`src/rtl/pcqd_pkg.sv`:
```
// Shared constants, entry type and helper functions of the priority class queue.
package pcqd_pkg;

    localparam int CAPACITY = 32;
    localparam int BUCKETS  = 10;

    localparam int PTR_W = $clog2(CAPACITY);
    localparam int CNT_W = $clog2(CAPACITY + 1);
    localparam int ID_W  = 16;
    localparam int CLS_W = 2;
    localparam int BKT_W = 4;
    localparam int STS_W = 2;

    localparam logic [PTR_W:0]   CAP_EXT = (PTR_W + 1)'(CAPACITY);
    localparam logic [CNT_W-1:0] CAP_CNT = CNT_W'(CAPACITY);

    localparam logic MODE_INSERT = 1'b0;
    localparam logic MODE_DRAIN  = 1'b1;

    localparam logic [STS_W-1:0] STS_OK    = 2'd0;
    localparam logic [STS_W-1:0] STS_FULL  = 2'd1;
    localparam logic [STS_W-1:0] STS_EMPTY = 2'd2;

    localparam logic [CLS_W-1:0] CLS_BOTH       = 2'd0;
    localparam logic [CLS_W-1:0] CLS_IMPACT     = 2'd1;
    localparam logic [CLS_W-1:0] CLS_LIKELIHOOD = 2'd2;
    localparam logic [CLS_W-1:0] CLS_NONE       = 2'd3;

    // class in the upper bits, so a plain compare orders by class, then id
    typedef struct packed {
        logic [CLS_W-1:0] cls;
        logic [ID_W-1:0]  id;
    } entry_t;

    typedef logic [BKT_W-1:0] mod_tbl_t [256];

    function automatic mod_tbl_t build_mod_tbl();
        mod_tbl_t t;
        for (int i = 0; i < 256; i++) begin
            t[i] = BKT_W'(i % BUCKETS);
        end
        return t;
    endfunction

    localparam mod_tbl_t MOD_TBL = build_mod_tbl();

    function automatic logic [CLS_W-1:0] class_of(input logic impact, input logic likelihood);
        logic [CLS_W-1:0] c;
        if (impact && likelihood) begin
            c = CLS_BOTH;
        end else if (impact) begin
            c = CLS_IMPACT;
        end else if (likelihood) begin
            c = CLS_LIKELIHOOD;
        end else begin
            c = CLS_NONE;
        end
        return c;
    endfunction

    // fold one nibble at a time, remainder stays below BUCKETS
    function automatic logic [BKT_W-1:0] bucket_of(input logic [ID_W-1:0] id);
        logic [BKT_W-1:0] r;
        r = '0;
        for (int i = ID_W / 4 - 1; i >= 0; i--) begin
            r = MOD_TBL[{r, id[4*i +: 4]}];
        end
        return r;
    endfunction

endpackage

```
`src/rtl/priority_class_queue_drain.sv`:
```
// Priority class queue with class drain, held in a ring memory.
//
//  channel | direction | tdata (lsb up)                         | tuser | tlast
//  s_      | in        | id[15:0] impact[16] likelihood[17]     | mode  | -
//  m_      | out       | out_id[15:0] class[17:16] bucket[21:18] | -     | last
//          |           | status[23:22]                          |       |
//
// Insert: result on acceptance; the ordered placement then walks down from
// the tail, one memory read and one shift write a cycle, over the single memory port pair.
// Drain: the head is read first, then one popped word a cycle while m_tready holds;
// the last word leaves from ST_DR_LAST, entered also where the entry behind the drained class differs in class.
// Reset clears the count, head pointer, state and output valid; memory is not cleared.
// s_tready is low while an insert places or a drain runs, and while the output word waits.
module priority_class_queue_drain (
    input  logic        aclk,
    input  logic        aresetn,
    input  logic        s_tvalid,
    output logic        s_tready,
    input  logic [23:0] s_tdata,   // id[15:0], impact[16], likelihood[17], zero[23:18]
    input  logic        s_tuser,   // mode
    output logic        m_tvalid,
    input  logic        m_tready,
    output logic [23:0] m_tdata,   // out_id[15:0], out_class[17:16], bucket[21:18], status[23:22]
    output logic        m_tlast
);
    import pcqd_pkg::*;

    typedef enum logic [5:0] {
        ST_IDLE     = 6'b000001,
        ST_INS_SCAN = 6'b000010,
        ST_INS_PUT  = 6'b000100,
        ST_DR_FIRST = 6'b001000,
        ST_DR_NEXT  = 6'b010000,
        ST_DR_LAST  = 6'b100000
    } state_t;

    entry_t mem [CAPACITY];

    state_t           state_reg, state_next;
    logic [PTR_W-1:0] head_reg, head_next;
    logic [CNT_W-1:0] count_reg, count_next;
    logic [PTR_W-1:0] k_reg, k_next;
    entry_t           new_reg, new_next;
    entry_t           pend_reg, pend_next;
    entry_t           rdata_reg;

    logic             m_valid_reg, m_valid_next;
    logic [ID_W-1:0]  m_id_reg, m_id_next;
    logic [CLS_W-1:0] m_cls_reg, m_cls_next;
    logic [BKT_W-1:0] m_bkt_reg, m_bkt_next;
    logic [STS_W-1:0] m_sts_reg, m_sts_next;
    logic             m_last_reg, m_last_next;

    logic [PTR_W-1:0] rd_off, wr_off, rd_addr, wr_addr;
    logic             wr_en;
    entry_t           wr_data;
    logic             out_free, s_fire, full;
    entry_t           in_entry;

    logic             ld;
    logic [ID_W-1:0]  ld_id;
    logic [CLS_W-1:0] ld_cls;
    logic [STS_W-1:0] ld_sts;
    logic             ld_last;

    function automatic logic [PTR_W-1:0] phys(input logic [PTR_W-1:0] head,
                                              input logic [PTR_W-1:0] off);
        logic [PTR_W:0] s;
        s = {1'b0, head} + {1'b0, off};
        if (s >= CAP_EXT) begin
            s = s - CAP_EXT;
        end
        return s[PTR_W-1:0];
    endfunction

    assign out_free     = !m_valid_reg || m_tready;
    assign s_tready     = (state_reg == ST_IDLE) && out_free;
    assign s_fire       = s_tvalid && s_tready;
    assign full         = (count_reg == CAP_CNT);
    assign in_entry.id  = s_tdata[15:0];
    assign in_entry.cls = class_of(s_tdata[16], s_tdata[17]);
    assign rd_addr      = phys(head_reg, rd_off);
    assign wr_addr      = phys(head_reg, wr_off);

    assign m_tvalid = m_valid_reg;
    assign m_tdata  = {m_sts_reg, m_bkt_reg, m_cls_reg, m_id_reg};
    assign m_tlast  = m_last_reg;

    always_comb begin
        state_next = state_reg;
        head_next  = head_reg;
        count_next = count_reg;
        k_next     = k_reg;
        new_next   = new_reg;
        pend_next  = pend_reg;
        rd_off     = '0;
        wr_off     = '0;
        wr_en      = 1'b0;
        wr_data    = new_reg;
        ld         = 1'b0;
        ld_id      = pend_reg.id;
        ld_cls     = pend_reg.cls;
        ld_sts     = STS_OK;
        ld_last    = 1'b1;

        case (state_reg)
            ST_IDLE: begin
                if (s_fire) begin
                    ld = 1'b1;
                    if (s_tuser == MODE_INSERT) begin
                        ld_id  = in_entry.id;
                        ld_cls = in_entry.cls;
                        ld_sts = full ? STS_FULL : STS_OK;
                        if (!full) begin
                            if (count_reg == '0) begin
                                wr_en      = 1'b1;
                                wr_data    = in_entry;
                                count_next = count_reg + 1'b1;
                            end else begin
                                new_next   = in_entry;
                                k_next     = PTR_W'(count_reg - 1'b1);
                                rd_off     = PTR_W'(count_reg - 1'b1);
                                state_next = ST_INS_SCAN;
                            end
                        end
                    end else begin
                        if (count_reg == '0) begin
                            ld_id  = '0;
                            ld_cls = '0;
                            ld_sts = STS_EMPTY;
                        end else begin
                            ld         = 1'b0;
                            state_next = ST_DR_FIRST;
                        end
                    end
                end
            end
            ST_INS_SCAN: begin
                wr_en  = 1'b1;
                wr_off = k_reg + 1'b1;
                if (rdata_reg > new_reg) begin
                    wr_data = rdata_reg;
                    if (k_reg == '0) begin
                        state_next = ST_INS_PUT;
                    end else begin
                        k_next = k_reg - 1'b1;
                        rd_off = k_reg - 1'b1;
                    end
                end else begin
                    count_next = count_reg + 1'b1;
                    state_next = ST_IDLE;
                end
            end
            ST_INS_PUT: begin
                wr_en      = 1'b1;
                count_next = count_reg + 1'b1;
                state_next = ST_IDLE;
            end
            ST_DR_FIRST: begin
                pend_next  = rdata_reg;
                head_next  = phys(head_reg, PTR_W'(1));
                count_next = count_reg - 1'b1;
                if (count_reg == CNT_W'(1)) begin
                    state_next = ST_DR_LAST;
                end else begin
                    rd_off     = PTR_W'(1);
                    state_next = ST_DR_NEXT;
                end
            end
            ST_DR_NEXT: begin
                if (rdata_reg.cls != pend_reg.cls) begin
                    state_next = ST_DR_LAST;
                end else if (out_free) begin
                    ld         = 1'b1;
                    ld_last    = 1'b0;
                    pend_next  = rdata_reg;
                    head_next  = phys(head_reg, PTR_W'(1));
                    count_next = count_reg - 1'b1;
                    if (count_reg == CNT_W'(1)) begin
                        state_next = ST_DR_LAST;
                    end else begin
                        rd_off = PTR_W'(1);
                    end
                end
            end
            ST_DR_LAST: begin
                if (out_free) begin
                    ld         = 1'b1;
                    state_next = ST_IDLE;
                end
            end
            default: begin
                state_next = ST_IDLE;
            end
        endcase
    end

    always_comb begin
        m_valid_next = m_valid_reg && !m_tready;
        m_id_next    = m_id_reg;
        m_cls_next   = m_cls_reg;
        m_bkt_next   = m_bkt_reg;
        m_sts_next   = m_sts_reg;
        m_last_next  = m_last_reg;
        if (ld) begin
            m_valid_next = 1'b1;
            m_id_next    = ld_id;
            m_cls_next   = ld_cls;
            m_bkt_next   = bucket_of(ld_id);
            m_sts_next   = ld_sts;
            m_last_next  = ld_last;
        end
    end

    always_ff @(posedge aclk) begin
        if (wr_en) begin
            mem[wr_addr] <= wr_data;
        end
        rdata_reg <= mem[rd_addr];
    end

    always_ff @(posedge aclk) begin
        if (!aresetn) begin
            state_reg   <= ST_IDLE;
            head_reg    <= '0;
            count_reg   <= '0;
            m_valid_reg <= 1'b0;
        end else begin
            state_reg   <= state_next;
            head_reg    <= head_next;
            count_reg   <= count_next;
            m_valid_reg <= m_valid_next;
        end
    end

    always_ff @(posedge aclk) begin
        k_reg      <= k_next;
        new_reg    <= new_next;
        pend_reg   <= pend_next;
        m_id_reg   <= m_id_next;
        m_cls_reg  <= m_cls_next;
        m_bkt_reg  <= m_bkt_next;
        m_sts_reg  <= m_sts_next;
        m_last_reg <= m_last_next;
    end

endmodule
```
`config.mk`:
```
export PLATFORM = sky130hd
export DESIGN_NAME = priority_class_queue_drain
export DESIGN_NICKNAME = d
export VERILOG_FILES = /design/src/rtl/pcqd_pkg.sv /design/src/rtl/priority_class_queue_drain.sv
export SDC_FILE = /design/constraint.sdc
export NUM_CORES = 1
export LEC_CHECK = 0
export BUFFER_PORTS_ARGS = -buffer_cell sky130_fd_sc_hd__buf_2
export CAP_MARGIN = 10
export CORE_MARGIN = 2
export CORE_UTILIZATION = 35
export DETAILED_ROUTE_END_ITERATION = 10
export SYNTH_ARGS = -nofsm -noshare
export SYNTH_HDL_FRONTEND = slang
export SYNTH_SLANG_ARGS = --single-unit
```
`constraint.sdc`:
```
create_clock -name aclk -period 9.3 [get_ports aclk]
set_clock_uncertainty 0.15 [all_clocks]
set_input_delay 1.86 -clock aclk [delete_from_list [all_inputs] [get_ports aclk]]
set_output_delay 1.86 -clock aclk [all_outputs]
set_load 0.02 [all_outputs]
```
# Yosys cells after proc, flatten, opt, wreduce, memory -nomap -nowiden
# Memories as Yosys holds them, arrays and structs flattened. A register that Yosys moved wholly into a read port is not among the register bits.
# Cells that the tools add are included.
# W data, S select, Z words.
dict set report op_classes {
  n_addsub 10
  n_lt_le_gt_ge 7
  eq_ne 24
  muxes 88
  n_bitwise 8
  reduce_logical 20
}
# op count
set ops {}
lappend ops {{$mux W18} 7}
lappend ops {{$mux W6} 19}
lappend ops {{$mux W5} 20}
lappend ops {{$pmux W18 S2} 2}
lappend ops {{$mux W16} 4}
lappend ops {{$pmux W6 S5} 2}
lappend ops {{$ge A9 B9 Y1 const B} 3}
lappend ops {{$not A8 Y9} 3}
lappend ops {{$mux W4} 6}
lappend ops {{$ne A2 B2 Y1 const B} 10}
lappend ops {{$pmux W5 S2} 2}
lappend ops {{$pmux W5 S4} 1}
lappend ops {{$sub A5 B1 Y5 const B} 4}
lappend ops {{$ge A6 B6 Y1 const B} 3}
lappend ops {{$gt A18 B18 Y1} 1}
lappend ops {{$mux W2} 8}
lappend ops {{$mux W1} 15}
lappend ops {{$reduce_and A7 Y1} 2}
lappend ops {{$add A5 B5 Y6} 2}
lappend ops {{$eq A6 B1 Y1 const B} 2}
lappend ops {{$eq A6 B6 Y1 const B} 2}
lappend ops {{$ne A3 B3 Y1 const B} 4}
lappend ops {{$not A4 Y9} 1}
lappend ops {{$reduce_and A8 Y1} 1}
lappend ops {{other kinds (24)} 33}
dict set report word_totals {
  register_bits 80
  mem_bits_rw 576
  romBits 4096
  in_bits 29
  out_inout_bits 27
  elab_cells 175
  mem_count 5
}
# name depth width rd rd_clocked_by_memory_dff wr line
set mem_list {}
lappend mem_list {{(name not given)} 256 4 1 1 0 pcqd_pkg.sv:66} ;# r = MOD_TBL[{r, id[4*i +: 4]}];
lappend mem_list {{(name not given)} 256 4 1 0 0 pcqd_pkg.sv:66}
lappend mem_list {{(name not given)} 256 4 1 0 0 pcqd_pkg.sv:66}
lappend mem_list {{(name not given)} 256 4 1 0 0 pcqd_pkg.sv:66}
lappend mem_list {mem 32 18 1 1 1 priority_class_queue_drain.sv:37} ;# entry_t mem [CAPACITY];

# Depth between registers and ports, before layout
# Gate-level depths: netlist of run 1.
dict set report logic_depth {
  word_depth 19
  depth_mapped 29
  mapped_depth_nobuf 26
}

# Least setup slack after synthesis of run 1
# OpenSTA, ideal clock, no wires.
dict set report synth_timing {
  path_kind {in2reg}
  startpoint {in m_tready}
  endpoint {reg rdata_reg[0] (netlist name)}
  setup_ps 122
  arrival_ps 6379
  required_ps 9028
  setup_slack_ps 2649
  stages 16
  path_buffers 3
  cell_sequence {nand2b_1 > clkbuf_1 > nand4_1 > nor2_1 > clkbuf_1 > nand2_1 > o221ai_1 > ha_1 > inv_1 > fa_1 > xnor2_1 > clkbuf_1 > mux4_2 > mux2i_1 > o22ai_1 > a221o_1}
}
dict set report synth_between {
  elab_chain_len 8
  word_cells_on_any_way 11
}
# item line
set synth_lines {}
lappend synth_lines {{start: declaration} priority_class_queue_drain.sv:22} ;# input logic m_tready,
lappend synth_lines {{$logic_or A1 B1 Y1 (*)} priority_class_queue_drain.sv:76} ;# assign out_free = !m_valid_reg || m_tready;
lappend synth_lines {{$logic_and A1 B1 Y1} priority_class_queue_drain.sv:77} ;# assign s_tready = (state_reg == ST_IDLE) && out_free;
lappend synth_lines {{$logic_and A1 B1 Y1} priority_class_queue_drain.sv:78} ;# assign s_fire = s_tvalid && s_tready;
lappend synth_lines {{$mux W5} priority_class_queue_drain.sv:108} ;# if (s_fire) begin
lappend synth_lines {{$pmux W5 S4 (*)} priority_class_queue_drain.sv:106} ;# case (state_reg)
lappend synth_lines {{$add A5 B5 Y6 (*)} priority_class_queue_drain.sv:69} ;# s = {1'b0, head} + {1'b0, off};
lappend synth_lines {{$sub A5 B1 Y5 / $ge A6 B6 Y1 (equally long branches)} {priority_class_queue_drain.sv:71, priority_class_queue_drain.sv:70}}
lappend synth_lines {{$mux W5 (*)} priority_class_queue_drain.sv:70} ;# if (s >= CAP_EXT) begin
# Every way passes the cells marked *; elsewhere a longest branch is shown, timed or not.
# A chain may end at the register's enable or synchronous reset.

# Final worst setup path of run 1
dict set report layout_timing {
  startpoint {reg new_reg[3] (netlist bit)}
  endpoint {reg rdata_reg[9] (netlist name)}
}
dict set report layout_between {
  elab_chain_len 6
  word_cells_on_any_way 7
}
# item line
set layout_lines {}
lappend layout_lines {{start: declaration} priority_class_queue_drain.sv:43} ;# entry_t new_reg, new_next;
lappend layout_lines {{start signal: assignment} priority_class_queue_drain.sv:238} ;# new_reg <= new_next;
lappend layout_lines {{$gt A18 B18 Y1 (*)} priority_class_queue_drain.sv:141} ;# if (rdata_reg > new_reg) begin
lappend layout_lines {{$mux W5 (*)} priority_class_queue_drain.sv:141}
lappend layout_lines {{$pmux W5 S4 (*)} priority_class_queue_drain.sv:106}
lappend layout_lines {{$add A5 B5 Y6 (*)} priority_class_queue_drain.sv:69}
lappend layout_lines {{$sub A5 B1 Y5 / $ge A6 B6 Y1 (equally long branches)} {priority_class_queue_drain.sv:71, priority_class_queue_drain.sv:70}}
lappend layout_lines {{$mux W5 (*)} priority_class_queue_drain.sv:70}
# Marked as above.

==> results of run 1 <==
==> power groups by stage <==
stage                     clock [mW]  combinational (mW)  sequential (mW)
after global placement             0                3.58             4.20
after CTS                       2.96                3.68             4.15
final                           2.90                3.68             4.15
after detailed placement           0                3.66             4.21
after floorplan                    0                2.60             4.21
after global routing            3.06                4.03             4.16
==> worst max-delay path by stage <==
stage | startpoint | to | cells past startpoint
floorplan | m_tready | rdata_reg[0] | 16
global placement | s_tvalid | m_bkt_reg[3] | 14
detailed placement | m_tready | rdata_reg[9] | 15
CTS | new_reg[3] | rdata_reg[9] | 23
global route | new_reg[5] | rdata_reg[9] | 23
finish | new_reg[3] | rdata_reg[9] | 23
==> layer usage <==
metal / track usage, % / vias to the layer above / share of wire (%)
met4: 4.99 / 0 / 2.5
li1: - / 7342 / -
met3: 2.53 / 118 / 6.0
met1: 22.3 / 8689 / 43
met5: 0 / - / 0
met2: 26.9 / 565 / 49
==> layout by cell type (no fill, tap or decap), types with 5 or more instances in the layout <==
cell type,n
o21ai_1,5
nor3_1,19
a211oi_1,9
and2_1,13
clkinv_1,15
clkbuf_16,73
o211a_1,5
o211ai_1,16
nand2_1,89
buf_2,49
nor2b_1,5
o21ai_0,36
a22oi_1,10
clkinvlp_4,5
ha_1,44
a22o_1,19
a221o_1,24
inv_1,45
and3_1,11
or3_1,8
dfxtp_1,36
nor2_4,5
mux2i_1,59
bufinv_16,9
edfxtp_1,641
nand4_1,9
a31oi_1,8
mux4_2,180
nor2_2,29
nand3_1,34
clkbuf_1,9
xnor2_1,19
a21oi_1,52
o22ai_1,27
a21o_1,29
buf_4,44
nor2_1,66
clkinv_2,11
xor2_1,13
==> cell families after synthesis <==
kind of cell               Yosys count
muxes                              241
and+or+nand+nor                    311
adders and majority gates           47
buffers and inverters              144
AOI/OAI and AO/OA                  304
DFF                                677
xor gates and xnor gates            35
==> metrics by stage <==
stage	utilization (%)	cells	hold WS (ps)	power, mW
floorplan	-	1759	281	6.81
global placement	37.4	2907	298	7.78
detailed placement	37.4	2907	301	7.87
CTS	40.2	3032	314	10.8
global route	40.2	3034	325	11.3
finish	40.2	3034	319	10.7
==> final cells by class <==
| type | instances | area, um2 |
|---|---|---|
| timing repair buffer | 97 | 651 |
| inverter | 52 | 195 |
| tap | 1144 | 1430 |
| clock buffer | 83 | 1870 |
| sequential | 677 | 20000 |
| clock inverter | 42 | 503 |
| antenna | 1 | 2.50 |
| multi-input combinational | 938 | 9420 |
| fill | 7590 | 50700 |
==> results_dict.tcl, run 1 <==
set metrics [dict create \
    grt_max_degree 67 \
    place_worst_setup_slack_ps 1900 \
    period_needed_ps 7180 \
    hold_depth 0 \
    dr_total_vias 16700 \
    core_mm2 0.0847 \
    netlist_instances 1759 \
    synth_top_family_by_area "multiplexers" \
    ir_worst_vdd_v 0.000136 \
    setup_ws_ps 2120 \
    io_buffers 49 \
    grt_first_pass_wirelength_um 107000 \
    critPathArrivalTime_ps 7490 \
    power_frac_clock_pct 27.0 \
    synthArstFlopShare_pct 0 \
    setup_tns_ps 0 \
    rr_startpoint "new_reg[3]" \
    grt_usage_pct 16.3 \
    postCtsSetupRepairBufs 0 \
    io_pins 56 \
    areaGrowthSynthToFinish_pct 14.2 \
    place.gp.congestion 0.828 \
    netlist_area_mm2 0.0298 \
    crit_top_cell "a21o_1" \
    top_register "mem" \
    path_class "register to register" \
    die_x_um 296 \
    first_iter_violations 1555 \
    globalRoute.totalOverflow 0 \
    vias_per_cell 5.51 \
    synthDominantCellAreaShare_pct 64.6 \
    slowest_delay_ps 1400 \
    swShare_pct 33.9 \
    r2r-end "rdata_reg[9]" \
    die_area_mm2 0.0875 \
    hpwl_um 42700 \
    largest_reg_flops 576 \
    yosys.area_share.adder_pct 2.02 \
    worstPathCellList "inv_1 > ha_1 > nand4_1 > o221ai_1 > a21oi_1 > o21ai_0 > a221o_1 > a21o_1 > a21o_1 > a21o_1 > a21o_1 > and2_1 > nand3_1 > o221ai_1 > ha_4 > inv_1 > fa_4 > buf_4 > mux4_2 > mux4_2 > mux2i_1 > o22ai_1 > a221o_1" \
    fp-row-count 107 \
    cp_max_fo 45 \
    critPathSlowestCell "fa_4" \
    synth_compound_area_share_pct 7.47 \
    cts_made_buffers 70 \
    crit_required_ps 9610 \
    ant_nets 0 \
    reg2reg_slack_ps 2120 \
    yosysMostFrequentCell "edfxtp_1" \
    synth-edff-count 641 \
    relSlewSlack_pct 19.8 \
    crit_buf_inv 3 \
    final_layout_size_suffix_gt1_share_pct 23.6 \
    maxSlewViolCount 0 \
    crit_path_end_kind "register" \
    yosysSeqAreaShare_pct 67.0 \
    dpl_cell_area_mm2 0.0317 \
    status "finished, final reports clean" \
    fmax_ghz 0.139 \
    yosysWarnings 0 \
    cts_resized 0 \
    synth_area_leader_cell "edfxtp_1" \
    seq_power_share_pct 38.7 \
    fin_nets 1912 \
    synthTopCellsByCount "641 x edfxtp_1, 180 x mux4_2, 98 x nor2_1" \
    hold_end "pend_reg[9]" \
    synth_cell_type_count 90 \
    cts_tree "built" \
    ys_ff_latch 677 \
    p_sw_mw 3.63 \
    antenna_found_initial 2 \
    ys_top_cells_by_area "edfxtp_1 65%, mux4_2 14%, dfxtp_1 2.4%" \
    wl_per_cell_um 23.5 \
    period_share_pct 77.2 \
    p_leak_nw 11.2 \
    synthesis.nets 1835 \
    finalInstanceArea_mm2 0.0340 \
    ys.flop_type "edfxtp_1" \
    pwr_density_cell_mw_per_mm2 315 \
    holdCritPathClass "register to register" \
    grt_pass1_vias 16700 \
    firstDrtPassIters 5 \
    tightest_slew_ps 1200 \
    path_clk_slew_ps 60 \
    hold_viol 0 \
    synthMuxAreaShare_pct 15.7 \
    setup_violations 0 \
    synth-simple-area-share_pct 4.93 \
    rsz0062_at_grt "false" \
    postCtsHoldBufs 0 \
    start_util_pct 35.2 \
    maxCapViolCount 0 \
    cts-root-buf "clkbuf_16" \
    synthXorXnorAreaFrac_pct 1.03 \
    worst_setup_path_start_kind "register" \
    cts_buffer_depth 3 \
    cpLargestDelayFamily "compound AO/OA/AOI/OAI gates" \
    drc 0 \
    wl_um 71200 \
    reg2regPathDepth 23 \
    h-tree-depth 3 \
    comb_power_share_pct 34.3 \
    clk_latency_ps 620 \
    fp.dieH_um 296 \
    p_int_mw 7.09 \
    cts_num_sinks 677 \
    avgSynthCellArea_um2 16.9 \
    min-delay-start "rdata_reg[9]" \
]
Note: power is estimated with default switching activity, not from simulation.
==> run 2: changes to the inputs <==
==> constraint.sdc (replaced) <==
create_clock -name aclk -period 6.1 [get_ports aclk]
set_clock_uncertainty 0.15 [all_clocks]
set_input_delay 1.22 -clock aclk [delete_from_list [all_inputs] [get_ports aclk]]
set_output_delay 1.22 -clock aclk [all_outputs]
set_load 0.02 [all_outputs]
==> run 2 against run 1 <==
Net effect:
- critical path depth increased by 2
- highest routed layer unchanged
- largest power group unchanged
- non-clock buffer count increased by 93
- via count up 2.0%
- critical path type unchanged
- utilization rose by 1.2 points
- setup slack lost 1900 ps
- sequential power up 52%
- clock-buffer cell count rose by 6
- final area rose by 3.0%
==> results_dict.tcl, run 2 (synthesis gave the netlist of run 1 again) <==
set metrics [dict create \
    status "finished, final reports clean" \
    p_leak_nw 11.7 \
    place.gp.congestion 0.868 \
    cpLargestDelayFamily "compound AO/OA/AOI/OAI gates" \
    maxCapViolCount 0 \
    top_register "mem" \
    grt_max_degree 37 \
    antenna_found_initial 0 \
    holdCritPathClass "register to register" \
    wl_um 71300 \
    final_cell_mix "641 x edfxtp_1, 180 x mux4_2, 118 x buf_4" \
    io_pins 56 \
    die_x_um 296 \
    crit_path_end_kind "register" \
    reg2reg_slack_ps 190 \
    setup_violations 0 \
    slowest_delay_ps 650 \
    firstDrtPassIters 6 \
    path_clk_slew_ps 60 \
    path_class "register to register" \
    grt_pass1_vias 17100 \
    diodes 0 \
    critPathSlowestCell "fa_4" \
    fp.dieH_um 296 \
    ir_worst_vdd_v 0.000252 \
    pwr_density_cell_mw_per_mm2 482 \
    period_share_pct 96.8 \
    drc 0 \
    first_iter_violations 1442 \
    ant_nets 0 \
    critPathArrivalTime_ps 6240 \
    setup_tns_ps 0 \
    io_buffers 49 \
    h-tree-depth 3 \
    core_mm2 0.0847 \
    hold_viol 0 \
    wl_per_cell_um 22.7 \
    clk_latency_ps 640 \
    hpwl_um 45200 \
    final_common_cell "edfxtp_1" \
    largest_reg_flops 576 \
    cts_buffer_depth 3 \
    fin_nets 2007 \
    start_util_pct 35.2 \
    grt_first_pass_wirelength_um 108000 \
    cp_max_fo 10 \
    period_needed_ps 5910 \
    areaGrowthSynthToFinish_pct 17.7 \
    cts_num_sinks 677 \
    rsz0062_at_grt "false" \
    final_layout_size_suffix_gt1_share_pct 27.7 \
    dr_total_vias 17000 \
    relSlewSlack_pct 16.0 \
    crit_required_ps 6430 \
    cts_tree "built" \
    globalRoute.totalOverflow 0 \
    vias_per_cell 5.44 \
    fmax_ghz 0.169 \
    cts_made_buffers 72 \
    crit_buf_inv 4 \
    tightest_slew_ps 1240 \
    worst_setup_path_start_kind "register" \
    fp-row-count 107 \
    grt_usage_pct 16.5 \
    timing.hold.ws_ps 318 \
    crit_top_cell "a21o_1" \
    cts-root-buf "clkbuf_16" \
    maxSlewViolCount 0 \
    die_area_mm2 0.0875 \
]
-- run 2: cell count changes in the layout (fill, tap and decap cells not counted), moves of 3 or more --
cell       before  now
clkbuf_1        9   14
buf_16          0    4
clkbuf_16      73   76
buf_4          44  118
nor2_4          5    1
buf_6           0    3
clkinv_2       11   14
buf_12          3   13
nor2_2         29   33
-- run 2: layer usage --
metal / share of wire (%) / vias to the layer above / routed length [um] / GRT usage, %
met5: 0 / - / 0 / 0
li1: - / 7520 / - / -
met4: 2.2 / 0 / 1600 / 4.73
met1: 45 / 8847 / 31800 / 23.3
met3: 6.0 / 110 / 4310 / 2.92
met2: 47 / 569 / 33600 / 26.3
-- run 2: per-stage QoR --
| stage | instance area, um2 | worst slack, ps | power [mW] | cells | util, % |
|---|---|---|---|---|---|
| floorplan | 29800 | 88.8 | 10.4 | 1759 | - |
| global placement | 32400 | -42.1 | 12.3 | 2993 | 38.3 |
| detailed placement | 32400 | -34.3 | 12.4 | 2993 | 38.3 |
| CTS | 35000 | 4.18 | 16.9 | 3130 | 41.2 |
| global route | 35100 | 6.19 | 17.8 | 3133 | 41.4 |
| finish | 35100 | 194 | 16.9 | 3133 | 41.4 |
-- run 2: worst reg2reg max path: stages (launching register included) --
cell and delay, ps:
edfxtp_1 410, inv_2 90, ha_4 200, a21o_1 180
a21oi_2 140, o221ai_2 130, a21oi_2 170, o21ai_1 100
a221o_1 340, a21o_1 180, a21o_1 170, a21o_1 160
a21o_1 180, and2_4 150, nand3_4 90, o221ai_4 120
ha_4 180, inv_1 70, fa_4 650, buf_8 190
buf_16 160, mux4_2 310, mux4_2 600, mux2i_1 180
o22ai_1 100, a221o_1 340
-- run 2: path summary, 6_finish.rpt --
check,startpoint,to,depth (start not counted)
setup / recovery,new_reg[3],rdata_reg[11],25
hold / removal,rdata_reg[6],pend_reg[6],0
setup reg to reg,new_reg[3],rdata_reg[11],25
hold reg to reg,rdata_reg[6],pend_reg[6],0
-- run 2: what timing repair did --
| action | 4_1_cts | 5_1_grt |
|---|---|---|
| cloned | 2 | 2 |
| endpoints found under the setup margin | 15 | 18 |
| buffers inserted | 3 | 1 |
| pin swaps | 2 | 10 |
| hold buffers | 0 | 0 |
| gates resized for setup | 6 | 15 |
-- run 2: area by class of cell --
type / count / area, um2
fillers: 7491 / 49700
repair buffers: 190 / 1600
clock buffers: 89 / 1920
flip-flops and latches: 677 / 20000
inverters: 52 / 195
clock inverters: 43 / 490
multi-input cells: 938 / 9470
well taps: 1144 / 1430
-- run 2: power breakdown --
part,switching (mW),total (mW),internal [mW]
clock,1.86,4.42,2.57
combinational,3.69,6.18,2.49
sequential,0.152,6.29,6.13
total,5.70,16.9,11.2
==> run 3: changes to the inputs <==
--- a/config.mk
+++ b/config.mk
@@ -10,6 +10,7 @@
 export CORE_MARGIN = 2
 export CORE_UTILIZATION = 35
 export DETAILED_ROUTE_END_ITERATION = 10
+export MAX_ROUTING_LAYER = met4
 export SYNTH_ARGS = -nofsm -noshare
 export SYNTH_HDL_FRONTEND = slang
 export SYNTH_SLANG_ARGS = --single-unit
==> constraint.sdc (replaced) <==
create_clock -name aclk -period 6 [get_ports aclk]
set_clock_uncertainty 0.15 [all_clocks]
set_input_delay 1.2 -clock aclk [delete_from_list [all_inputs] [get_ports aclk]]
set_output_delay 1.2 -clock aclk [all_outputs]
set_load 0.02 [all_outputs]
==> run 3 against run 2 <==
Net effect:
- setup slack improved by 50 ps
- hold slack got worse by 6.4 ps
- register-to-register slack better by 50 ps
- highest routed layer unchanged
- power up 3.5%
- via count shrank 1.1%
- critical path type unchanged
- final area increased by 0.73%
- combinational power up 5.0%
- clock power grew 4%
- global-route usage decreased by 0.24 points
- first-iteration DRC count down 15%
- die area stayed put
==> results_dict.tcl, run 3 (synthesis gave the netlist of run 1 again) <==
set metrics [dict create \
    tightest_slew_ps 1140 \
    cts_tree "built" \
    setup_ws_ps 244 \
    final_layout_size_suffix_gt1_share_pct 28.3 \
    top_layer "met4" \
    start_util_pct 35.2 \
    vias_per_cell 5.35 \
    hold_viol 0 \
    place_worst_setup_slack_ps -40.7 \
    critPathArrivalTime_ps 6100 \
    nFillCells 7429 \
    path_clk_slew_ps 60 \
    final_common_cell "edfxtp_1" \
    globalRoute.totalOverflow 0 \
    io_buffers 49 \
    grt_first_pass_wirelength_um 105000 \
    final_cell_mix "641 x edfxtp_1, 180 x mux4_2, 131 x buf_4" \
    clk_latency_ps 630 \
    pwr_density_cell_mw_per_mm2 495 \
    cts_buffer_depth 3 \
    largest_reg_flops 576 \
    status "finished, final reports clean" \
    wl_per_cell_um 22.0 \
    grt_max_degree 38 \
    cts_num_sinks 677 \
    grt_usage_pct 16.3 \
    place.gp.congestion 0.870 \
    wl_um 69200 \
    dr_total_vias 16900 \
    route.met2.wl_um 33800 \
    crit_required_ps 6340 \
    relSlewSlack_pct 22.7 \
    maxSlewViolCount 0 \
    cts_made_buffers 72 \
    antenna_found_initial 1 \
    path_class "register to register" \
    cp_max_fo 7 \
    wl_met3_um 3110 \
    first_iter_violations 1226 \
    fin_util_pct 41.7 \
    firstDrtPassIters 6 \
    ir_worst_vdd_v 0.000246 \
    die_x_um 296 \
    fin_nets 2024 \
    worst_setup_path_start_kind "register" \
    fp-row-count 107 \
    fin_cells 3150 \
    wl_met1_um 30800 \
    drc 0 \
    core_mm2 0.0847 \
    maxCapViolCount 0 \
    top_register "mem" \
    die_area_mm2 0.0875 \
    hpwl_um 44600 \
    p_leak_nw 11.9 \
    fmax_ghz 0.174 \
    areaGrowthSynthToFinish_pct 18.5 \
    rsz0062_at_grt "false" \
    period_share_pct 95.9 \
    fp.dieH_um 296 \
    setup_violations 0 \
    ant_nets 0 \
    crit_path_end_kind "register" \
    grt_pass1_vias 17000 \
    period_needed_ps 5760 \
    post-place-cells 3004 \
    holdCritPathClass "register to register" \
    h-tree-depth 3 \
    cts-root-buf "clkbuf_16" \
    setup_tns_ps 0 \
    io_pins 56 \
]
## run 3: changes by cell type in the layout (fill, tap and decap cells not counted), sizes merged
cell	before	now
bufinv	7	10
clkinv	32	22
diode	0	2
clkinvlp	4	5
clkbuf	91	96
buf	188	204
## run 3: what timing repair did
| item | 4_1_cts | 5_1_grt |
|---|---|---|
| setup endpoints to repair | 16 | 19 |
| gates cloned | 3 | 3 |
| hold buffers | 0 | 0 |
| buffers inserted | 5 | 3 |
| pin swaps | 1 | 15 |
| resized for setup | 8 | 10 |
## run 3: cell type report
class | instances | area [um2] | area share (%)
sequential | 677 | 20000 | 56.5
multi-input combinational | 938 | 9460 | 26.8
clock buffer | 93 | 1960 | 5.56
timing repair buffer | 207 | 1810 | 5.13
tap | 1144 | 1430 | 4.05
clock inverter | 37 | 497 | 1.41
inverter | 52 | 195 | 0.552
antenna | 2 | 5.00 | 0.0142
## run 3: metrics by stage
stage                     instance area [um2]  power [mW]  hold slack [ps]
after floorplan                         29800        10.6              281
after global placement                  32500        12.6              305
after detailed placement                32500        12.7              308
after CTS                               35200        17.4              319
after global routing                    35300        18.4              326
final                                   35300        17.5              312
## run 3: path summary, 6_finish.rpt
kind	startpoint	end	slack, ps	cells after the start
setup / recovery	new_reg[3]	rdata_reg[6]	240	25
hold / removal	rdata_reg[8]	pend_reg[8]	310	0
setup reg to reg	new_reg[3]	rdata_reg[6]	240	25
hold reg to reg	rdata_reg[8]	pend_reg[8]	310	0
## run 3: metal layers
metal / vias to the layer above / global-route usage [%]
li1: 7583 / -
met1: 8726 / 21.6
met2: 429 / 26.0
met3: 119 / 2.45
met4: 0 / 4.72
met5: - / -
## run 3: where the power goes
part,switching (mW),internal [mW]
clock network,1.83,2.76
registers,0.159,6.24
logic,3.75,2.75
total,5.74,11.7
## run 3: critical path: stages (launching register included)
cell	delay, ps
edfxtp_1	390
inv_2	100
ha_4	200
a21o_1	160
a21oi_2	140
o221ai_2	130
a21oi_2	170
o21ai_1	90
a221o_1	330
a21o_1	160
a21o_1	170
a21o_1	150
a21o_1	170
and2_4	150
nand3_4	90
o221ai_4	100
ha_4	180
inv_2	40
fa_4	710
buf_12	210
buf_16	150
mux4_2	310
mux4_2	590
mux2i_1	170
o22ai_1	100
a221o_1	290
